### src/rtl/svmrbf_pkg.sv
// Shared constants, codes and exponential tables for the SVM RBF classifier.
// No dependencies; imported by every module of the block.
package svmrbf_pkg;

   localparam int MAX_VECTORS_DEF = 64;
   localparam int FEATURES_DEF    = 5;
   localparam int IN_FEATURES     = 5;

   localparam int FEAT_W  = 16;
   localparam int COEF_W  = 18;
   localparam int BIAS_W  = 24;
   localparam int GAMMA_W = 16;
   localparam int ACTV_W  = 7;
   localparam int IDX_W   = 6;
   localparam int CSR_W   = 2;
   localparam int DEC_OUT_W = 32;
   localparam int MUL_W   = 18;

   localparam logic OP_LOAD     = 1'b0;
   localparam logic OP_CLASSIFY = 1'b1;

   localparam logic [CSR_W-1:0] CSR_BIAS   = 2'd0;
   localparam logic [CSR_W-1:0] CSR_GAMMA  = 2'd1;
   localparam logic [CSR_W-1:0] CSR_ACTIVE = 2'd2;

   localparam logic [GAMMA_W-1:0] GAMMA_RST = 16'd128;

   localparam longint unsigned EXP_STEP_Q32 = 64'd4278222805;

   typedef logic [16:0] frac_tab_type [256];

   function automatic frac_tab_type build_frac_tab();
      longint unsigned p;
      frac_tab_type    t;
      p = 64'd1 << 32;
      for (int f = 0; f < 256; f++) begin
         t[f] = 17'((p + 64'd32768) >> 16);
         p = (p * EXP_STEP_Q32 + (64'd1 << 31)) >> 32;
      end
      return t;
   endfunction

   localparam frac_tab_type EXP_FRAC_TAB = build_frac_tab();

   // exp(-i) in Q1.16 for integer part i; zero from 12 upwards
   function automatic logic [16:0] exp_int(input logic [7:0] i);
      logic [16:0] r;
      case (i)
         8'd0:    r = 17'd65536;
         8'd1:    r = 17'd24109;
         8'd2:    r = 17'd8869;
         8'd3:    r = 17'd3263;
         8'd4:    r = 17'd1200;
         8'd5:    r = 17'd442;
         8'd6:    r = 17'd162;
         8'd7:    r = 17'd60;
         8'd8:    r = 17'd22;
         8'd9:    r = 17'd8;
         8'd10:   r = 17'd3;
         8'd11:   r = 17'd1;
         default: r = 17'd0;
      endcase
      return r;
   endfunction

endpackage

### src/rtl/svmrbf_mul.sv
// Shared signed 18x18 multiplier with registered product.
// Depends on svmrbf_pkg.
module svmrbf_mul import svmrbf_pkg::*; (
   input  logic                      clock,
   input  logic                      en,
   input  logic signed [MUL_W-1:0]   a,
   input  logic signed [MUL_W-1:0]   b,
   output logic signed [2*MUL_W-1:0] p
);

   logic signed [2*MUL_W-1:0] p_ff;

   always_ff @(posedge clock) begin
      if (en) begin
         p_ff <= a * b;
      end
   end

   assign p = p_ff;

endmodule

### config.mk
export PLATFORM = sky130hd
export DESIGN_NAME = svmrbf_mul
export DESIGN_NICKNAME = d
export VERILOG_FILES = /design/src/rtl/svmrbf_pkg.sv /design/src/rtl/svmrbf_mul.sv
export SDC_FILE = /design/constraint.sdc
export NUM_CORES = 1
export LEC_CHECK = 0
export BUFFER_PORTS_ARGS = -buffer_cell sky130_fd_sc_hd__buf_4
export CORE_ASPECT_RATIO = 1.25
export CORE_UTILIZATION = 65
export CTS_BUF_LIST = sky130_fd_sc_hd__clkbuf_8
export CTS_CLUSTER_DIAMETER = 50
export CTS_CLUSTER_SIZE = 16
export DETAILED_ROUTE_END_ITERATION = 10
export GPL_ROUTABILITY_DRIVEN = 1
export GPL_TIMING_DRIVEN = 0
export PLACE_DENSITY = 0.84
export SLEW_MARGIN = 20
export SYNTH_ARGS = -nofsm -noshare
export SYNTH_HDL_FRONTEND = slang
export SYNTH_SLANG_ARGS = --single-unit
export TNS_END_PERCENT = 5
### constraint.sdc
create_clock -name clock -period 8.8 [get_ports clock]
set_clock_uncertainty 0.1 [all_clocks]
set_input_delay 0.44 -clock clock [delete_from_list [all_inputs] [get_ports clock]]
set_output_delay 0.44 -clock clock [all_outputs]
set_load 0.02 [all_outputs]
==> results of run 1 <==
-- routing by layer --
layer,wire [µm],vias up
met1,11000,4976
met5,0,-
met3,2800,228
met2,17200,536
li1,-,4157
met4,3250,0
-- path summary, 6_finish.rpt --
| path | from | depth (start not counted) | end | slack [ns] |
|---|---|---|---|---|
| worst max-delay path | a[17] | 25 | p[35] | 0.91 |
| worst min-delay path | a[0] | 2 | p[0] | 0.38 |
-- metrics by stage --
step                util (%)  std cells  hold WS [ns]
CTS                     70.7       1722         0.363
global placement        70.2       1714         0.706
global route            70.7       1722         0.410
finish                  70.7       1722         0.379
floorplan                  -       1378         0.452
detailed placement      70.2       1714         0.710
-- logic make-up (layout without fill, tap and decap cells) --
family                   after synthesis  in the layout
adder cells (fa/ha/maj)              422            422
flip-flops                            36             36
multiplexers                           2              2
XOR/XNOR                              34             34
AND/OR/NAND/NOR                      387            387
AO/OA/AOI/OAI                         82             82
buffers and inverters                415            489
-- cells in the mapped netlist, drive strengths merged --
cell / number
inv: 371
o31a: 1
nand2: 157
o2111ai: 2
or2: 2
and4: 2
nor3: 5
nand2b: 9
o21a: 1
a41o: 1
o21bai: 5
a221oi: 2
a21boi: 3
and2: 163
a31oi: 5
nand3: 6
nand4: 2
ha: 93
nor4b: 1
o41ai: 1
clkbuf: 44
or2b: 1
xnor2: 32
and3: 1
fa: 329
o211ai: 5
nor2b: 17
o21ai: 16
edfxtp: 36
mux2: 1
a311o: 1
a211o: 3
a2111oi: 3
xor2: 2
a2bb2oi: 1
a211oi: 2
nor2: 18
or4b: 1
a21oi: 22
or4: 1
mux2i: 1
nor4: 1
a21o: 8
-- final cells by class --
| cell class | instances | area, µm² | area share [%] |
|---|---|---|---|
| clock inverter | 3 | 42.5 | 0.299 |
| sequential | 36 | 1080 | 7.60 |
| buffer | 44 | 165 | 1.16 |
| multi-input combinational | 927 | 10600 | 74.8 |
| tap | 270 | 338 | 2.38 |
| inverter | 371 | 1390 | 9.79 |
| clock buffer | 5 | 68.8 | 0.484 |
| timing repair buffer | 66 | 495 | 3.48 |
-- cell usage in the layout, fill, tap and decap left out, types with 3 or more instances in the layout --
master | netlist | final
sky130_fd_sc_hd__a211o_1 | 3 | 3
sky130_fd_sc_hd__a21boi_0 | 3 | 3
sky130_fd_sc_hd__a21o_1 | 8 | 8
sky130_fd_sc_hd__a21oi_1 | 20 | 20
sky130_fd_sc_hd__a31oi_1 | 5 | 5
sky130_fd_sc_hd__and2_1 | 163 | 163
sky130_fd_sc_hd__buf_4 | 0 | 66
sky130_fd_sc_hd__clkbuf_1 | 44 | 44
sky130_fd_sc_hd__clkbuf_8 | 0 | 5
sky130_fd_sc_hd__edfxtp_1 | 36 | 36
sky130_fd_sc_hd__fa_1 | 329 | 329
sky130_fd_sc_hd__ha_1 | 93 | 93
sky130_fd_sc_hd__inv_1 | 371 | 371
sky130_fd_sc_hd__nand2_1 | 157 | 157
sky130_fd_sc_hd__nand2b_1 | 9 | 9
sky130_fd_sc_hd__nand3_1 | 6 | 6
sky130_fd_sc_hd__nor2_1 | 18 | 18
sky130_fd_sc_hd__nor2b_1 | 17 | 17
sky130_fd_sc_hd__nor3_1 | 5 | 5
sky130_fd_sc_hd__o211ai_1 | 5 | 5
sky130_fd_sc_hd__o21ai_0 | 15 | 15
sky130_fd_sc_hd__o21bai_1 | 5 | 5
sky130_fd_sc_hd__xnor2_1 | 32 | 32
-- worst max-delay path: stages --
cell,delay [ns]
sky130_fd_sc_hd__clkbuf_1,0.33
sky130_fd_sc_hd__clkbuf_1,0.51
sky130_fd_sc_hd__nand2_1,0.23
sky130_fd_sc_hd__inv_1,0.16
sky130_fd_sc_hd__fa_1,0.47
sky130_fd_sc_hd__inv_1,0.23
sky130_fd_sc_hd__fa_1,0.45
sky130_fd_sc_hd__inv_1,0.09
sky130_fd_sc_hd__ha_1,0.49
sky130_fd_sc_hd__inv_1,0.30
sky130_fd_sc_hd__fa_1,0.59
sky130_fd_sc_hd__inv_1,0.07
sky130_fd_sc_hd__fa_1,0.54
sky130_fd_sc_hd__inv_1,0.05
sky130_fd_sc_hd__fa_1,0.48
sky130_fd_sc_hd__inv_1,0.04
sky130_fd_sc_hd__ha_1,0.35
sky130_fd_sc_hd__and3_1,0.27
sky130_fd_sc_hd__and4_1,0.20
sky130_fd_sc_hd__o211ai_1,0.09
sky130_fd_sc_hd__o211ai_1,0.24
sky130_fd_sc_hd__o41ai_1,0.67
sky130_fd_sc_hd__o2111ai_1,0.24
sky130_fd_sc_hd__a21oi_1,0.21
sky130_fd_sc_hd__xnor2_1,0.09
==> metrics.txt, run 1 <==
outcome=finished, final reports clean; post-route fraction of the period consumed by the critical path=89.7%; endpoints failing hold=0; ranking of synthesized cells by area=sky130_fd_sc_hd__fa_1 (50%), sky130_fd_sc_hd__inv_1 (10%), sky130_fd_sc_hd__ha_1 (8.8%); area of the die=21000 µm²; Clock Root Buffer=sky130_fd_sc_hd__clkbuf_8; area growth from synthesis to layout=7.12%; floorplan row count=58; Slew @ Worst Pin=roughly 1.0 ns; worst hold-check path type=input pin to flop; maximum achievable frequency=127 MHz; WL final=34300 µm; post-detailed-route count of antenna-violating nets=0; layer with the highest usage after global routing=met2; sequential share of the synthesized area=8.14%; total number of vias=approximately 9900; average vias per placed instance=between 5 and 6; maximum number of pins on one net before global-route repair=37; Synth top area share=49.6%; number of design-rule violations left by the first detailed-router iteration=approximately 720; grt total ovfl=0; cell area after layout=between 10000 and 15000 µm²; clock transition time at the flip-flop clock pins of the worst setup and hold paths=about 0.09 ns; required time at the endpoint of the critical path=8.77 ns; unrepaired setup endpoints after global routing=false; post-synthesis net count=1838; Std-Cell Core Area=20100 µm²; largest family of logic cells by synthesized area=adder cells; post-synth design cell area=13300 µm²; die width=between 100 and 150 µm; Setup Fix Bufs, Post-CTS=0; routed length per instance=19.9 µm; crit start category=input pin; synthesized area divided by synthesized cell count=9.63 µm²; area fraction in and, or, nand and nor cells after synthesis=15.0%; total routing usage reported by global routing=36.5%; number of buffers inserted during clock tree synthesis=5; crit path DAT=7.86 ns; setup-violating endpoint count in the final report=0; total of buffers placed on input and output ports=66; share of cell area taken by muxes after synthesis=0.160%; total of fill cells in the finished design=1552; final RePlAce weighted congestion=between 0.9 and 1; global routing usage on met2=60.7%; adder-cell area share of the yosys netlist=58.4%; deepest level of the CTS H-tree=2; number of gates given a new drive strength after cts=0; worst setup timing slack at the placement stage=0.673 ns; via count of the first global-routing pass=11000; hold-fix buffers at CTS=0; number of placed I/O pins=74; Min Clock Period, post-route=between 7 and 8 ns; sum of negative setup slack=0 ns; initial antenna violation count=0; maximum fanout along the worst path=10; vertical die dimension=162 µm; number of buffers on the longest clock path=2; Slew headroom=28.7%; placed cell areas=14100 µm²; type of destination of the critical path=flop; first-pass GRT wire length=approximately 56000 µm; final antenna diode count=0; gate count after technology mapping=approximately 1400; path type of the worst setup path=input pin to flop; global-route track usage on met3=7.91%; number of warnings reported in the yosys synthesis log=0; distinct cell type count of the synthesized netlist=between 40 and 50; MaxCap Viol Count=0; Max Transition Viols Final=0; Pre-antenna DRT Iters=10; post-layout worst setup margin=0.908 ns; register bit count reported by yosys=36; share of cells above drive strength 1=approximately 5.9%; starting density of the core=66.0%; parity-gate share of the synthesized area counting xor and xnor cells=2.24%; flip-flop count of the largest register, all copies and words added=36; number of remaining DRC errors=0; largest area contributor in the netlist=sky130_fd_sc_hd__fa_1; compound-cell area share of the yosys netlist=~4.4%; clock sinks=36; TritonCTS clock tree=done; number of nets in the final layout=between 1500 and 2000; half-perimeter wire length after detailed placement=28700 µm; global routing usage on met1=40.5%
Power of run 1 is not shown: default switching activity piles up to over one toggle a cycle in this logic, so the estimate is an artifact.
==> run 2: changes to the inputs <==
--- a/config.mk
+++ b/config.mk
@@ -5,13 +5,13 @@
 export SDC_FILE = /design/constraint.sdc
 export NUM_CORES = 1
 export LEC_CHECK = 0
-export BUFFER_PORTS_ARGS = -buffer_cell sky130_fd_sc_hd__buf_4
 export CORE_ASPECT_RATIO = 1.25
-export CORE_UTILIZATION = 65
+export CORE_UTILIZATION = 68
 export CTS_BUF_LIST = sky130_fd_sc_hd__clkbuf_8
 export CTS_CLUSTER_DIAMETER = 50
 export CTS_CLUSTER_SIZE = 16
 export DETAILED_ROUTE_END_ITERATION = 10
+export DONT_BUFFER_PORTS = 1
 export GPL_ROUTABILITY_DRIVEN = 1
 export GPL_TIMING_DRIVEN = 0
 export PLACE_DENSITY = 0.84
==> run 2 against run 1 <==
- die area is 4.4% lower
- critical path type unchanged
- critical endpoint unchanged
- highest routed layer unchanged
- first-iteration DRC count shrank 2.9%
- largest cell class unchanged
- via count shrank 4.9%
- final cell count fell by 6.0%
==> metrics.txt, run 2 (synthesis results as in run 1) <==
outcome=finished, final reports clean; area of the die=20100 µm² (-4.4%); Slew @ Worst Pin=0.901 ns (-0.141 ns); total number of vias=9414 (-4.9%); vertical die dimension=158 µm (-2.2%); unrepaired setup endpoints after global routing=false; maximum fanout along the worst path=10 (unchanged); total of fill cells in the finished design=1396 (-10%); total routing usage reported by global routing=36.3% (-0.19 points); clock transition time at the flip-flop clock pins of the worst setup and hold paths=0.08 ns (about the same); end point of the worst hold path=p[31]; number of gates given a new drive strength after cts=0 (unchanged); type of destination of the critical path=flop; Slew headroom=38.4% (+9.7 points); number of design-rule violations left by the first detailed-router iteration=698 (-2.9%); Min Clock Period, post-route=8.01 ns (+0.117 ns); via count of the first global-routing pass=10500 (-4.8%); crit start category=input pin; leading cell types in the layout, fill and taps excluded=sky130_fd_sc_hd__inv_1 (371), sky130_fd_sc_hd__fa_1 (329), sky130_fd_sc_hd__and2_1 (163), sky130_fd_sc_hd__nand2_1 (157), sky130_fd_sc_hd__ha_1 (93); flip-flop count of the largest register, all copies and words added=36 (unchanged); worst hold-check path type=input pin to flop; grt total ovfl=0 (unchanged); die width=127 µm (-2.2%); final antenna diode count=0 (unchanged); number of buffers inserted during clock tree synthesis=5 (unchanged); number of nets in the final layout=1845 (-3.5%); cell area after layout=13700 µm² (-4.0%); endpoints failing hold=0 (unchanged); maximum number of pins on one net before global-route repair=37 (unchanged); average vias per placed instance=5.82 (+1.2%); initial antenna violation count=0 (unchanged); post-route fraction of the period consumed by the critical path=91.0% (+1.3 points); Std-Cell Core Area=18900 µm² (-5.9%); first-pass GRT wire length=53400 µm (-5.3%); required time at the endpoint of the critical path=8.74 ns (-0.03 ns); starting density of the core=70.2% (+4.1 points); WL final=33200 µm (-3.3%); deepest level of the CTS H-tree=2 (unchanged); routed length per instance=20.5 µm (+2.9%); setup-violating endpoint count in the final report=0 (unchanged); hold-fix buffers at CTS=0 (unchanged); maximum achievable frequency=125 MHz (-1.5%); Pre-antenna DRT Iters=5 (-5); number of buffers on the longest clock path=2 (unchanged); placed cell areas=13600 µm² (-3.8%); floorplan row count=56 (-3.4%); number of placed I/O pins=74 (unchanged); Clock Root Buffer=sky130_fd_sc_hd__clkbuf_8; half-perimeter wire length after detailed placement=28100 µm (-1.9%); post-detailed-route count of antenna-violating nets=0 (unchanged); core utilization of the finished layout=72.2% (+1.5 points); TritonCTS clock tree=done; path type of the worst setup path=input pin to flop; Sequential Area=1080 µm² (unchanged); sum of negative setup slack=0 ns (unchanged); total of buffers placed on input and output ports=0 (-100%); clock sinks=36 (unchanged); crit path DAT=7.95 ns (+0.09 ns); most common cell after layout, fill and taps aside=sky130_fd_sc_hd__inv_1; MaxCap Viol Count=0 (unchanged); number of remaining DRC errors=0 (unchanged); final RePlAce weighted congestion=1.00 (+0.59%); Setup Fix Bufs, Post-CTS=0 (unchanged); source of the worst hold timing path=en; area growth from synthesis to layout=2.88%; footprint of the multi-input gates=10600 µm² (unchanged); share of cells above drive strength 1=1.44% (-4.5 points); cell depth of the worst min-delay path=0 (-2); Max Transition Viols Final=0 (unchanged)
[run 2: metrics by stage]
step | instances | hold slack [ns] | setup WS (ns)
floorplan | 1378 | 0.452 | 2.10
global placement | 1610 | 0.455 | 0.574
detailed placement | 1610 | 0.456 | 0.425
CTS | 1618 | 0.140 | 0.731
global route | 1618 | 0.129 | 0.317
finish | 1618 | 0.148 | 0.792
[run 2: routing by layer]
layer / vias up / track usage (%) / share of wire (%)
met5: - / 0 / 0
met4: 0 / 27.5 / 9.0
met3: 175 / 6.96 / 8.2
met2: 459 / 62.5 / 51
met1: 4753 / 40.2 / 32
li1: 4027 / - / -
[run 2: worst max-delay path by stage]
| stage | to | depth (start not counted) | start |
|---|---|---|---|
| 3_3_place_gp | p[35] | 25 | a[17] |
| 4_1_cts | p[35] | 25 | a[17] |
| 3_5_place_dp | p[35] | 25 | a[17] |
| 2_1_floorplan | p[35] | 25 | a[17] |
| 6_report | p[35] | 25 | a[17] |
| 5_1_grt | p[35] | 25 | a[17] |
[run 2: cell type report]
type                            count  share of cell area, %
Buffer                             44                   1.21
Clock buffer                        5                  0.504
Clock inverter                      3                  0.174
Inverter                          371                   10.2
Multi-Input combinational cell    927                   77.9
Sequential cell                    36                   7.92
Tap cell                          232                   2.13
[run 2: worst max-delay path, stage by stage]
cell and delay (ns):
sky130_fd_sc_hd__clkbuf_1 0.44, sky130_fd_sc_hd__clkbuf_1 0.52, sky130_fd_sc_hd__nand2_1 0.23, sky130_fd_sc_hd__inv_1 0.16, sky130_fd_sc_hd__fa_1 0.47, sky130_fd_sc_hd__inv_1 0.21, sky130_fd_sc_hd__fa_1 0.46, sky130_fd_sc_hd__inv_1 0.11
sky130_fd_sc_hd__ha_1 0.47, sky130_fd_sc_hd__inv_1 0.32, sky130_fd_sc_hd__fa_1 0.59, sky130_fd_sc_hd__inv_1 0.06, sky130_fd_sc_hd__fa_1 0.54, sky130_fd_sc_hd__inv_1 0.05, sky130_fd_sc_hd__fa_1 0.48, sky130_fd_sc_hd__inv_1 0.04
sky130_fd_sc_hd__ha_1 0.36, sky130_fd_sc_hd__and3_1 0.27, sky130_fd_sc_hd__and4_1 0.19, sky130_fd_sc_hd__o211ai_1 0.09, sky130_fd_sc_hd__o211ai_1 0.22, sky130_fd_sc_hd__o41ai_1 0.66, sky130_fd_sc_hd__o2111ai_1 0.24, sky130_fd_sc_hd__a21oi_1 0.21
sky130_fd_sc_hd__xnor2_1 0.10
Power of run 2 is left out for the same reason.
